## src/rtl/lru_pkg.sv

```systemverilog
// lru_pkg: sizes, codes, types and the per-cell control struct for the LRU tracker.
// Used by the channel interfaces and every rtl module; depends on nothing.
package lru_pkg;

  localparam int MAX_ENTRIES = 16;
  localparam int ID_BITS     = 8;
  localparam int IDX_W       = $clog2(MAX_ENTRIES);
  localparam int CNT_W       = $clog2(MAX_ENTRIES + 1);

  // fixed field widths on the channels and the register
  localparam int ITEM_ID_W  = 8;
  localparam int EVICT_ID_W = 8;
  localparam int OCC_W      = 5;
  localparam int EVCNT_W    = 32;
  localparam int CAP_W      = 5;

  // APB register port
  localparam int APB_DATA_W  = 32;
  localparam int APB_ADDR_W  = 3;
  localparam int REG_IDX_LSB = 2;

  localparam logic [CAP_W-1:0] CAP_RESET = 5'd16;

  // kind codes
  localparam logic KIND_ACCESS = 1'b0;
  localparam logic KIND_INSERT = 1'b1;

  // register index (word address bit)
  localparam logic REG_CAPACITY = 1'b0;

  typedef logic [ID_BITS-1:0]    id_t;
  typedef logic [IDX_W-1:0]      idx_t;
  typedef logic [CNT_W-1:0]      cnt_t;
  typedef logic [CAP_W-1:0]      cap_t;
  typedef logic [EVICT_ID_W-1:0] evid_t;
  typedef logic [OCC_W-1:0]      occ_t;
  typedef logic [EVCNT_W-1:0]    evcnt_t;
  typedef logic [APB_DATA_W-1:0] apb_data_t;

  // broadcast from the controller to every cell
  typedef struct packed {
    logic capture_en;  // latch compare result against id
    logic shift_en;    // shift toward the LRU end from the hit position up
    logic shift_all;   // eviction: every cell shifts
    logic load_en;     // write id into the cell at top_idx
    idx_t top_idx;     // MRU position after this step
    id_t  id;          // compare key / id to load
  } cell_ctrl_t;

endpackage

```

## src/rtl/lru_if.sv

```systemverilog
// lru_if: valid/ready channel interfaces for request and result beats.
// Depends on lru_pkg for field widths.
interface lru_in_if;
  logic                             valid;
  logic                             ready;
  logic                             kind;
  logic [lru_pkg::ITEM_ID_W-1:0]    item_id;

  modport source (output valid, output kind, output item_id, input ready);
  modport sink   (input valid, input kind, input item_id, output ready);
endinterface

interface lru_out_if;
  logic                             valid;
  logic                             ready;
  logic                             evicted_valid;
  logic [lru_pkg::EVICT_ID_W-1:0]   evicted_id;
  logic                             misuse;
  logic [lru_pkg::OCC_W-1:0]        occupancy;
  logic [lru_pkg::EVCNT_W-1:0]      eviction_count;

  modport source (output valid, output evicted_valid, output evicted_id, output misuse,
                  output occupancy, output eviction_count, input ready);
  modport sink   (input valid, input evicted_valid, input evicted_id, input misuse,
                  input occupancy, input eviction_count, output ready);
endinterface

```

## src/rtl/lru_cell.sv

```systemverilog
// lru_cell: one position of the recency row (id, valid, latched match).
// Depends on lru_pkg; neighbors chain through next_id and seen_in/seen_out.
module lru_cell (
  input  logic                clk,
  input  logic                rst_n,
  input  lru_pkg::cell_ctrl_t ctrl,
  input  lru_pkg::idx_t       my_idx,
  input  lru_pkg::id_t        next_id,
  input  logic                seen_in,
  output lru_pkg::id_t        id_q,
  output logic                valid_q,
  output logic                seen_out
);

  lru_pkg::id_t id_r, id_nxt;
  logic         valid_r, valid_nxt;
  logic         match_r, match_nxt;

  assign id_q    = id_r;
  assign valid_q = valid_r;

  always_comb begin
    seen_out  = seen_in | match_r;
    id_nxt    = id_r;
    valid_nxt = valid_r;
    match_nxt = match_r;
    if (ctrl.capture_en) begin
      match_nxt = valid_r && (id_r == ctrl.id);
    end
    if (ctrl.load_en && (my_idx == ctrl.top_idx)) begin
      id_nxt    = ctrl.id;
      valid_nxt = 1'b1;
    end else if (ctrl.shift_en && (seen_out || ctrl.shift_all)) begin
      id_nxt = next_id;
    end
  end

  always_ff @(posedge clk) begin
    if (!rst_n) begin
      valid_r <= 1'b0;
    end else begin
      valid_r <= valid_nxt;
    end
    id_r    <= id_nxt;
    match_r <= match_nxt;
  end

endmodule

```

## src/rtl/lru_cfg.sv

```systemverilog
// lru_cfg: APB-style register file holding the capacity register.
// Depends on lru_pkg.
module lru_cfg (
  input  logic                              clk,
  input  logic                              rst_n,
  input  logic                              psel,
  input  logic                              penable,
  input  logic                              pwrite,
  input  logic [lru_pkg::APB_ADDR_W-1:0]    paddr,
  input  lru_pkg::apb_data_t                pwdata,
  output lru_pkg::apb_data_t                prdata,
  output logic                              pready,
  output lru_pkg::cap_t                     capacity
);

  lru_pkg::cap_t cap_r, cap_nxt;
  logic          wr_en;

  assign pready   = 1'b1;
  assign capacity = cap_r;
  assign wr_en    = psel && penable && pwrite && pready;

  always_comb begin
    cap_nxt = cap_r;
    if (wr_en && (paddr[lru_pkg::REG_IDX_LSB] == lru_pkg::REG_CAPACITY)) begin
      cap_nxt = pwdata[lru_pkg::CAP_W-1:0];
    end
  end

  always_comb begin
    unique case (paddr[lru_pkg::REG_IDX_LSB])
      lru_pkg::REG_CAPACITY: prdata = lru_pkg::apb_data_t'(cap_r);
      default:               prdata = '0;
    endcase
  end

  always_ff @(posedge clk) begin
    if (!rst_n) begin
      cap_r <= lru_pkg::CAP_RESET;
    end else begin
      cap_r <= cap_nxt;
    end
  end

endmodule

```

## src/rtl/lru_replacement_tracker.sv

```systemverilog
// lru_replacement_tracker: top level; LRU recency list as a row of shifting cells.
// Depends on lru_pkg, lru_if (lru_in_if, lru_out_if), lru_cell and lru_cfg.
//
//   channel   dir   beat contents                                   handshake
//   in_ch     in    kind, item_id                                   valid/ready
//   out_ch    out   evicted_valid, evicted_id, misuse, occupancy,   valid/ready
//                   eviction_count
//   cfg       in    capacity register at byte 0                     APB, pready tied high
//
// Each request: the accept edge latches a compare in every cell, then the update state shifts
// the row and loads the new MRU entry in the compare-then-shift cell row.
// Result is held in an output register; a new request is accepted while it waits, but the
// update cycle stalls until that register frees up.
// Reset (rst_n, synchronous) empties the row, clears counts and sets capacity to 16.
// Position 0 is LRU, position occupancy-1 is MRU.
module lru_replacement_tracker (
  input  logic                            clk,
  input  logic                            rst_n,
  lru_in_if.sink                          in_ch,
  lru_out_if.source                       out_ch,
  input  logic                            psel,
  input  logic                            penable,
  input  logic                            pwrite,
  input  logic [lru_pkg::APB_ADDR_W-1:0]  paddr,
  input  lru_pkg::apb_data_t              pwdata,
  output lru_pkg::apb_data_t              prdata,
  output logic                            pready
);

  typedef enum logic {S_IDLE, S_UPD} state_t;

  state_t              state_r, state_nxt;
  logic                req_kind_r, req_kind_nxt;
  lru_pkg::id_t        req_id_r, req_id_nxt;
  lru_pkg::cnt_t       count_r, count_nxt;
  lru_pkg::evcnt_t     evcnt_r, evcnt_nxt;

  logic                out_valid_r, out_valid_nxt;
  logic                out_evv_r, out_evv_nxt;
  lru_pkg::evid_t      out_evid_r, out_evid_nxt;
  logic                out_mis_r, out_mis_nxt;
  lru_pkg::occ_t       out_occ_r, out_occ_nxt;
  lru_pkg::evcnt_t     out_cnt_r, out_cnt_nxt;

  lru_pkg::cap_t       capacity;
  lru_pkg::cnt_t       eff_cap;
  lru_pkg::cell_ctrl_t ctrl;
  lru_pkg::id_t        cell_id [lru_pkg::MAX_ENTRIES];
  logic [lru_pkg::MAX_ENTRIES-1:0] cell_valid;
  logic [lru_pkg::MAX_ENTRIES:0]   seen;

  logic accept, upd_go, hit, evict, misuse, is_access;

  // ---------------- configuration ----------------
  lru_cfg u_cfg (
    .clk      (clk),
    .rst_n    (rst_n),
    .psel     (psel),
    .penable  (penable),
    .pwrite   (pwrite),
    .paddr    (paddr),
    .pwdata   (pwdata),
    .prdata   (prdata),
    .pready   (pready),
    .capacity (capacity)
  );

  // ---------------- cell row ----------------
  // seen ripples from LRU toward MRU: high at and above the hit position.
  assign seen[0] = 1'b0;

  for (genvar i = 0; i < lru_pkg::MAX_ENTRIES; i++) begin : g_cell
    lru_pkg::id_t nbr_id;
    if (i == lru_pkg::MAX_ENTRIES - 1) begin : g_last
      assign nbr_id = cell_id[i];
    end else begin : g_mid
      assign nbr_id = cell_id[i+1];
    end
    lru_cell u_cell (
      .clk      (clk),
      .rst_n    (rst_n),
      .ctrl     (ctrl),
      .my_idx   (lru_pkg::idx_t'(i)),
      .next_id  (nbr_id),
      .seen_in  (seen[i]),
      .id_q     (cell_id[i]),
      .valid_q  (cell_valid[i]),
      .seen_out (seen[i+1])
    );
  end

  // ---------------- control ----------------
  assign accept    = in_ch.valid && in_ch.ready;
  assign upd_go    = (state_r == S_UPD) && (!out_valid_r || out_ch.ready);
  assign hit       = seen[lru_pkg::MAX_ENTRIES];
  assign is_access = (req_kind_r == lru_pkg::KIND_ACCESS);

  always_comb begin
    if (capacity == '0) begin
      eff_cap = lru_pkg::cnt_t'(1);
    end else if (int'(capacity) > lru_pkg::MAX_ENTRIES) begin
      eff_cap = lru_pkg::cnt_t'(lru_pkg::MAX_ENTRIES);
    end else begin
      eff_cap = lru_pkg::cnt_t'(capacity);
    end
  end

  assign misuse = is_access ? !hit : hit;
  // full tracker on a fresh insert: drop position 0
  assign evict  = !is_access && !hit && (count_r >= eff_cap) && (count_r != '0);

  always_comb begin
    ctrl.capture_en = accept;
    ctrl.id         = (state_r == S_IDLE) ? lru_pkg::id_t'(in_ch.item_id) : req_id_r;
    ctrl.shift_en   = upd_go && !misuse && (is_access || evict);
    ctrl.shift_all  = evict;
    ctrl.load_en    = upd_go && !misuse;
    // moved or evicted-and-appended: MRU is count-1; plain append: count
    ctrl.top_idx    = (is_access || evict) ? lru_pkg::idx_t'(count_r - 1'b1)
                                           : lru_pkg::idx_t'(count_r);
  end

  always_comb begin
    state_nxt     = state_r;
    req_kind_nxt  = req_kind_r;
    req_id_nxt    = req_id_r;
    count_nxt     = count_r;
    evcnt_nxt     = evcnt_r;
    out_valid_nxt = out_valid_r && !out_ch.ready;
    out_evv_nxt   = out_evv_r;
    out_evid_nxt  = out_evid_r;
    out_mis_nxt   = out_mis_r;
    out_occ_nxt   = out_occ_r;
    out_cnt_nxt   = out_cnt_r;

    unique case (state_r)
      S_IDLE: begin
        if (accept) begin
          req_kind_nxt = in_ch.kind;
          req_id_nxt   = lru_pkg::id_t'(in_ch.item_id);
          state_nxt    = S_UPD;
        end
      end
      S_UPD: begin
        if (upd_go) begin
          if (!misuse && !is_access && !evict) begin
            count_nxt = count_r + 1'b1;
          end
          if (evict) begin
            evcnt_nxt = evcnt_r + 1'b1;
          end
          out_valid_nxt = 1'b1;
          out_evv_nxt   = evict;
          out_evid_nxt  = evict ? lru_pkg::evid_t'(cell_id[0]) : '0;
          out_mis_nxt   = misuse;
          out_occ_nxt   = lru_pkg::occ_t'(count_nxt);
          out_cnt_nxt   = evcnt_nxt;
          state_nxt     = S_IDLE;
        end
      end
      default: state_nxt = S_IDLE;
    endcase
  end

  always_ff @(posedge clk) begin
    if (!rst_n) begin
      state_r     <= S_IDLE;
      count_r     <= '0;
      evcnt_r     <= '0;
      out_valid_r <= 1'b0;
    end else begin
      state_r     <= state_nxt;
      count_r     <= count_nxt;
      evcnt_r     <= evcnt_nxt;
      out_valid_r <= out_valid_nxt;
    end
    req_kind_r <= req_kind_nxt;
    req_id_r   <= req_id_nxt;
    out_evv_r  <= out_evv_nxt;
    out_evid_r <= out_evid_nxt;
    out_mis_r  <= out_mis_nxt;
    out_occ_r  <= out_occ_nxt;
    out_cnt_r  <= out_cnt_nxt;
  end

  assign in_ch.ready           = (state_r == S_IDLE);
  assign out_ch.valid          = out_valid_r;
  assign out_ch.evicted_valid  = out_evv_r;
  assign out_ch.evicted_id     = out_evid_r;
  assign out_ch.misuse         = out_mis_r;
  assign out_ch.occupancy      = out_occ_r;
  assign out_ch.eviction_count = out_cnt_r;

`ifndef ASSERT_OFF
  // ids in the row are unique, so at most one cell matches
  a_match_unique: assert property (@(posedge clk) disable iff (!rst_n)
    (state_r == S_UPD) |-> $onehot0(seen[lru_pkg::MAX_ENTRIES:1] ^ seen[lru_pkg::MAX_ENTRIES-1:0]))
    else $error("more than one cell matched");

  a_count_bound: assert property (@(posedge clk) disable iff (!rst_n)
    (int'(count_r) <= lru_pkg::MAX_ENTRIES) && ($countones(cell_valid) == int'(count_r)))
    else $error("occupancy disagrees with cell valid bits");

  a_evict_keeps_occ: assert property (@(posedge clk) disable iff (!rst_n)
    (upd_go && evict) |=> (count_r == $past(count_r)) && (evcnt_r == $past(evcnt_r) + 1'b1))
    else $error("eviction changed occupancy or missed the counter");

  a_misuse_no_change: assert property (@(posedge clk) disable iff (!rst_n)
    (upd_go && misuse) |=> (count_r == $past(count_r)) && (evcnt_r == $past(evcnt_r)))
    else $error("misuse changed tracker state");
`endif

endmodule

```

## src/flat_wrapper.sv

```systemverilog
// flat-port wrapper written by rule: the top's interface ports become plain ports
module lru_replacement_tracker_flat 
  (clk, rst_n, psel, penable, pwrite, paddr, pwdata, prdata, pready, in_ch_valid, in_ch_kind, in_ch_item_id, in_ch_ready, out_ch_valid, out_ch_evicted_valid, out_ch_evicted_id, out_ch_misuse, out_ch_occupancy, out_ch_eviction_count, out_ch_ready);
  lru_in_if in_ch_i ();
  lru_out_if out_ch_i ();
  input  logic clk;
  input  logic rst_n;
  input  logic psel;
  input  logic penable;
  input  logic pwrite;
  input  logic [lru_pkg::APB_ADDR_W-1:0] paddr;
  input  lru_pkg::apb_data_t pwdata;
  output lru_pkg::apb_data_t prdata;
  output logic pready;
  input wire logic [$bits(in_ch_i.valid)-1:0] in_ch_valid;
  input wire logic [$bits(in_ch_i.kind)-1:0] in_ch_kind;
  input wire logic [$bits(in_ch_i.item_id)-1:0] in_ch_item_id;
  output wire logic [$bits(in_ch_i.ready)-1:0] in_ch_ready;
  output wire logic [$bits(out_ch_i.valid)-1:0] out_ch_valid;
  output wire logic [$bits(out_ch_i.evicted_valid)-1:0] out_ch_evicted_valid;
  output wire logic [$bits(out_ch_i.evicted_id)-1:0] out_ch_evicted_id;
  output wire logic [$bits(out_ch_i.misuse)-1:0] out_ch_misuse;
  output wire logic [$bits(out_ch_i.occupancy)-1:0] out_ch_occupancy;
  output wire logic [$bits(out_ch_i.eviction_count)-1:0] out_ch_eviction_count;
  input wire logic [$bits(out_ch_i.ready)-1:0] out_ch_ready;
  assign in_ch_i.valid = in_ch_valid;
  assign in_ch_i.kind = in_ch_kind;
  assign in_ch_i.item_id = in_ch_item_id;
  assign in_ch_ready = in_ch_i.ready;
  assign out_ch_valid = out_ch_i.valid;
  assign out_ch_evicted_valid = out_ch_i.evicted_valid;
  assign out_ch_evicted_id = out_ch_i.evicted_id;
  assign out_ch_misuse = out_ch_i.misuse;
  assign out_ch_occupancy = out_ch_i.occupancy;
  assign out_ch_eviction_count = out_ch_i.eviction_count;
  assign out_ch_i.ready = out_ch_ready;
  lru_replacement_tracker u_core (.clk(clk), .rst_n(rst_n), .in_ch(in_ch_i), .out_ch(out_ch_i), .psel(psel), .penable(penable), .pwrite(pwrite), .paddr(paddr), .pwdata(pwdata), .prdata(prdata), .pready(pready));
endmodule
```

## config.mk

```make
export PLATFORM = sky130hd
export DESIGN_NAME = lru_replacement_tracker_flat
export DESIGN_NICKNAME = d
export VERILOG_FILES = /design/src/rtl/lru_pkg.sv /design/src/rtl/lru_if.sv /design/src/rtl/lru_cell.sv /design/src/rtl/lru_cfg.sv /design/src/rtl/lru_replacement_tracker.sv /design/src/flat_wrapper.sv
export SDC_FILE = /design/constraint.sdc
export NUM_CORES = 1
export LEC_CHECK = 0
export ABC_CLOCK_PERIOD_IN_PS = 9500
export BUFFER_PORTS_ARGS = -buffer_cell sky130_fd_sc_hd__clkbuf_2
export CORE_MARGIN = 2
export CORE_UTILIZATION = 50
export DETAILED_ROUTE_END_ITERATION = 6
export PLACE_DENSITY = 0.72
export SETUP_SLACK_MARGIN = 0.3
export SLEW_MARGIN = 0
export SYNTH_ARGS = -nofsm -noshare
export SYNTH_HDL_FRONTEND = slang
export SYNTH_SLANG_ARGS = --single-unit
```

## constraint.sdc

```tcl
create_clock -name clk -period 9.5 [get_ports clk]
set_clock_uncertainty 0.2 [all_clocks]
set_input_delay 1.9 -clock clk [delete_from_list [all_inputs] [get_ports clk]]
set_output_delay 1.9 -clock clk [all_outputs]
set_load 0.02 [all_outputs]
```

==> key figures <==
Outcome
  – Status: finished, violations left
  – Failing checks: DRC

Yosys
  – Post-synthesis cell type count: 66
  – Top-count cell post-synth: edfxtp_1
  – Mapped Area: approximately 13,000 um2
  – Area fraction of the dominant cell type after synthesis: between 40% and 50%
  – Mapped Cells: 1,090
  – Post-Synth Simple-Gate Area: between 10% and 20%
  – Warnings, synthesis: 0
  – Cell taking the most area after synthesis: edfxtp_1
  – Post-Syn Area per Cell: between 10 and 15 um2
  – Main combinational cell family by area after synthesis: XOR/XNOR gates
  – Ys flop type: edfxtp_1
  – Synth Area in XOR/XNOR: between 10 and 15%
  – Area contributors post-synth: edfxtp_1 45%, xnor2_1 11%, mux2_2 9.5%, dfxtp_1 9.0%, buf_4 1.7%
  – Yosys reg bits: 260
  – Number of flops mapped to enable cells by yosys: 200
  – Fraction of synthesized area in multiplexers: 11.2%
  – Post-Synth Adder-Cell Area: less than 1%
  – Fraction of registers with async set or reset after synthesis: 0%
  – Post-synth top cells: 200 x edfxtp_1, 162 x xnor2_1, 112 x mux2_2
  – Seq/Total Area, Yosys: a little over half
  – Post-synthesis compound-gate area fraction: between 5 and 6%

Placement
  – Port Buffers: 75
  – Detailed placer's ending HPWL: 19,100 um
  – Routability Congestion: between 0.9 and 1
  – Pre-CTS worst setup slack: 4.32 ns

STA
  – Final setup viols: 0
  – Fmax: roughly 0.19 GHz
  – Worst setup margin: approximately 4.2 ns
  – Slew Viols, Final: 0
  – Hold Slack: 0.257 ns
  – Post-layout min period: 5.30 ns
  – Slew Limit Headroom: ~17%
  – RSZ-0062 raised after global routing: no
  – Slew @ Worst Pin: 1.23 ns
  – Final Hold Vio Count: 0
  – Final Cycle Share: 55.8%
  – Setup TNS: 0 ns

Floorplan
  – Core Area: roughly 26,000 um2
  – Starting Density: 51.0%
  – Top-level I/O count: about 130
  – Die area: 28,000 um2
  – Row cnt: 59
  – Chip Width: 167 um
  – Die span in y: between 150 and 200 um

Flow run
  – Maxcap violations: 0

Pwr
  – Switching share of total power: between 20% and 30%
  – Lkg Pwr: 5.16 nW
  – P_int: 1.99 mW
  – Comb power frac: ~8.0%
  – Clk pwr share: 43.3%
  – Pwr/cell area: 175 nW/um2
  – Maximum VDD drop: ~0.14 mV
  – Sw power: ~600 uW
  – Sequential power share: about 49%

Clocking
  – Post-cts resize count: 0
  – Postcts setup bufs: 0
  – CTS clock-pin slew for the worst setup and hold paths: ~0.060 ns
  – Latest clock arrival within the worst-skew pair: about 0.54 ns
  – CTS buffer count: 28
  – Root Driver: clkbuf_16
  – Clk sink count: 260
  – H-tree levels: 1
  – CTS tree: built
  – Hold buffers post-CTS: 0
  – CTS Buffer Depth: 3

Final layout
  – Nets: ~1,200
  – Synthesis-to-layout area growth: 11.2%
  – N_diodes: 0
  – Share of cells above drive strength 1: approximately 24%
  – Number of fillers in the final layout: between 2,000 and 2,500
  – Fin util: a little under three fifths

Route
  – Remaining DRCs: 21
  – Drt total wl: 27,900 um
  – Routed WL per cell: 18.5 um
  – Vias per inst: 5.61
  – Initial DRC Count: 856
  – Vias: 8,458
  – DR pass1 iterations: 7
  – ANT nets after route: 0

Critical path
  – Kind of critical path: flip-flop to flip-flop
  – Critical path data arrival time: 5.25 ns
  – Critical Path RT: approximately 9.5 ns
  – Crit Path Max Fanout: 22
  – Crit end category: flip-flop
  – R2R depth: 10
  – Crit start category: flip-flop

Global route
  – First-pass GRT wire length: roughly 45,000 um
  – Vias in the first global route: 8,307
  – Largest net degree at the start of global routing: 61
  – Initial antenna violation count: 0
  – GR Overflow Total: 0
  – GR Util All Layers: 19.7%

Hold path
  – Min-Delay Path Class: flip-flop to flip-flop
  – Min-Delay Path Depth: 1
==> final timing paths <==
kind                                           startpoint                                      endpoint  slack, ns
min reg2reg  u_core.g_cell[1].u_cell.valid_q$_SDFFE_PN0P_  u_core.g_cell[1].u_cell.valid_q$_SDFFE_PN0P_       0.26
max reg2reg     u_core.g_cell[0].u_cell.match_r$_DFFE_PP_     u_core.g_cell[6].u_cell.id_q[6]$_DFFE_PP_       4.20
min          u_core.g_cell[1].u_cell.valid_q$_SDFFE_PN0P_  u_core.g_cell[1].u_cell.valid_q$_SDFFE_PN0P_       0.26
max             u_core.g_cell[0].u_cell.match_r$_DFFE_PP_     u_core.g_cell[6].u_cell.id_q[6]$_DFFE_PP_       4.20
==> flip-flops by register name, indices dropped and copies added (netlist names), 8 cells and up <==
name and count:
u_core.evcnt_r 32, u_core.out_ch.evicted_id 8, u_core.g_cell.u_cell.match_r 16, u_core.g_cell.u_cell.valid_q 16
u_core.req_id_r 8, u_core.g_cell.u_cell.id_q 128, u_core.out_ch.eviction_count 32
==> cell usage in the layout, fill, tap and decap left out, types with 24 or more instances in the layout <==
| cell type | netlist | final |
|---|---|---|
| and3_1 | 32 | 32 |
| clkbuf_16 | 0 | 29 |
| clkbuf_2 | 0 | 75 |
| conb_1 | 2 | 28 |
| dfxtp_1 | 60 | 60 |
| edfxtp_1 | 200 | 200 |
| mux2_2 | 112 | 112 |
| nand2_1 | 40 | 40 |
| nand3_1 | 43 | 43 |
| nand4_1 | 24 | 24 |
| nor2_1 | 52 | 52 |
| o21ai_0 | 38 | 38 |
| xnor2_1 | 162 | 162 |
| xor2_1 | 25 | 25 |
==> metrics by stage <==
step                      area [um2]  total power [mW]  std cells
final                          14800              2.60       1508
after floorplan                13400              1.44       1116
after detailed placement       13800              1.49       1456
after CTS                      14800              2.61       1508
after global placement         13800              1.49       1456
after global routing           14800              2.68       1508
==> metal layers <==
layer / track usage (%) / share of wire [%] / up-vias / routed length (um)
met5: 0 / 0 / - / 0
met4: 4.69 / 2.0 / 0 / 561
met3: 2.98 / 5.5 / 41 / 1540
met2: 32.8 / 47 / 246 / 13200
met1: 27.4 / 45 / 4149 / 12600
li1: - / - / 4022 / -
==> worst max-delay path: stages, from the launching register on <==
cell      delay [ns]
edfxtp_1        0.41
or3_1           0.48
or4_1           0.43
or3_1           0.38
nor3_1          0.25
ha_1            0.32
o221a_1         0.67
a21boi_4        0.33
nor2_1          0.75
o21ai_0         0.18
o21ai_0         0.50
==> power groups by stage <==
stage | registers, mW | clock network, mW | logic [mW]
after floorplan | 1.29 | 0 | 0.148
after global placement | 1.29 | 0 | 0.204
after detailed placement | 1.29 | 0 | 0.207
after CTS | 1.26 | 1.14 | 0.208
after global routing | 1.27 | 1.19 | 0.225
final | 1.26 | 1.12 | 0.208
==> cell families (layout without fill, tap and decap cells) <==
group | Yosys count | count (layout)
and+or+nand+nor | 293 | 293
buffers and inverters | 100 | 157
adders and majority gates | 10 | 10
AOI/OAI and AO/OA | 107 | 107
other | 2 | 28
DFF | 260 | 260
muxes | 131 | 131
xor gates and xnor gates | 187 | 187
==> layout make-up <==
type                    count  area [um2]  share of cell area (%)
clock buffers              37         796                    5.37
well taps                 335         419                    2.83
inverters                  20        75.1                   0.507
clock inverters            15         171                    1.16
multi-input cells         756        5700                    38.4
flip-flops and latches    260        7210                    48.6
repair buffers             85         450                    3.04
Note: power is estimated with default switching activity, not from simulation.
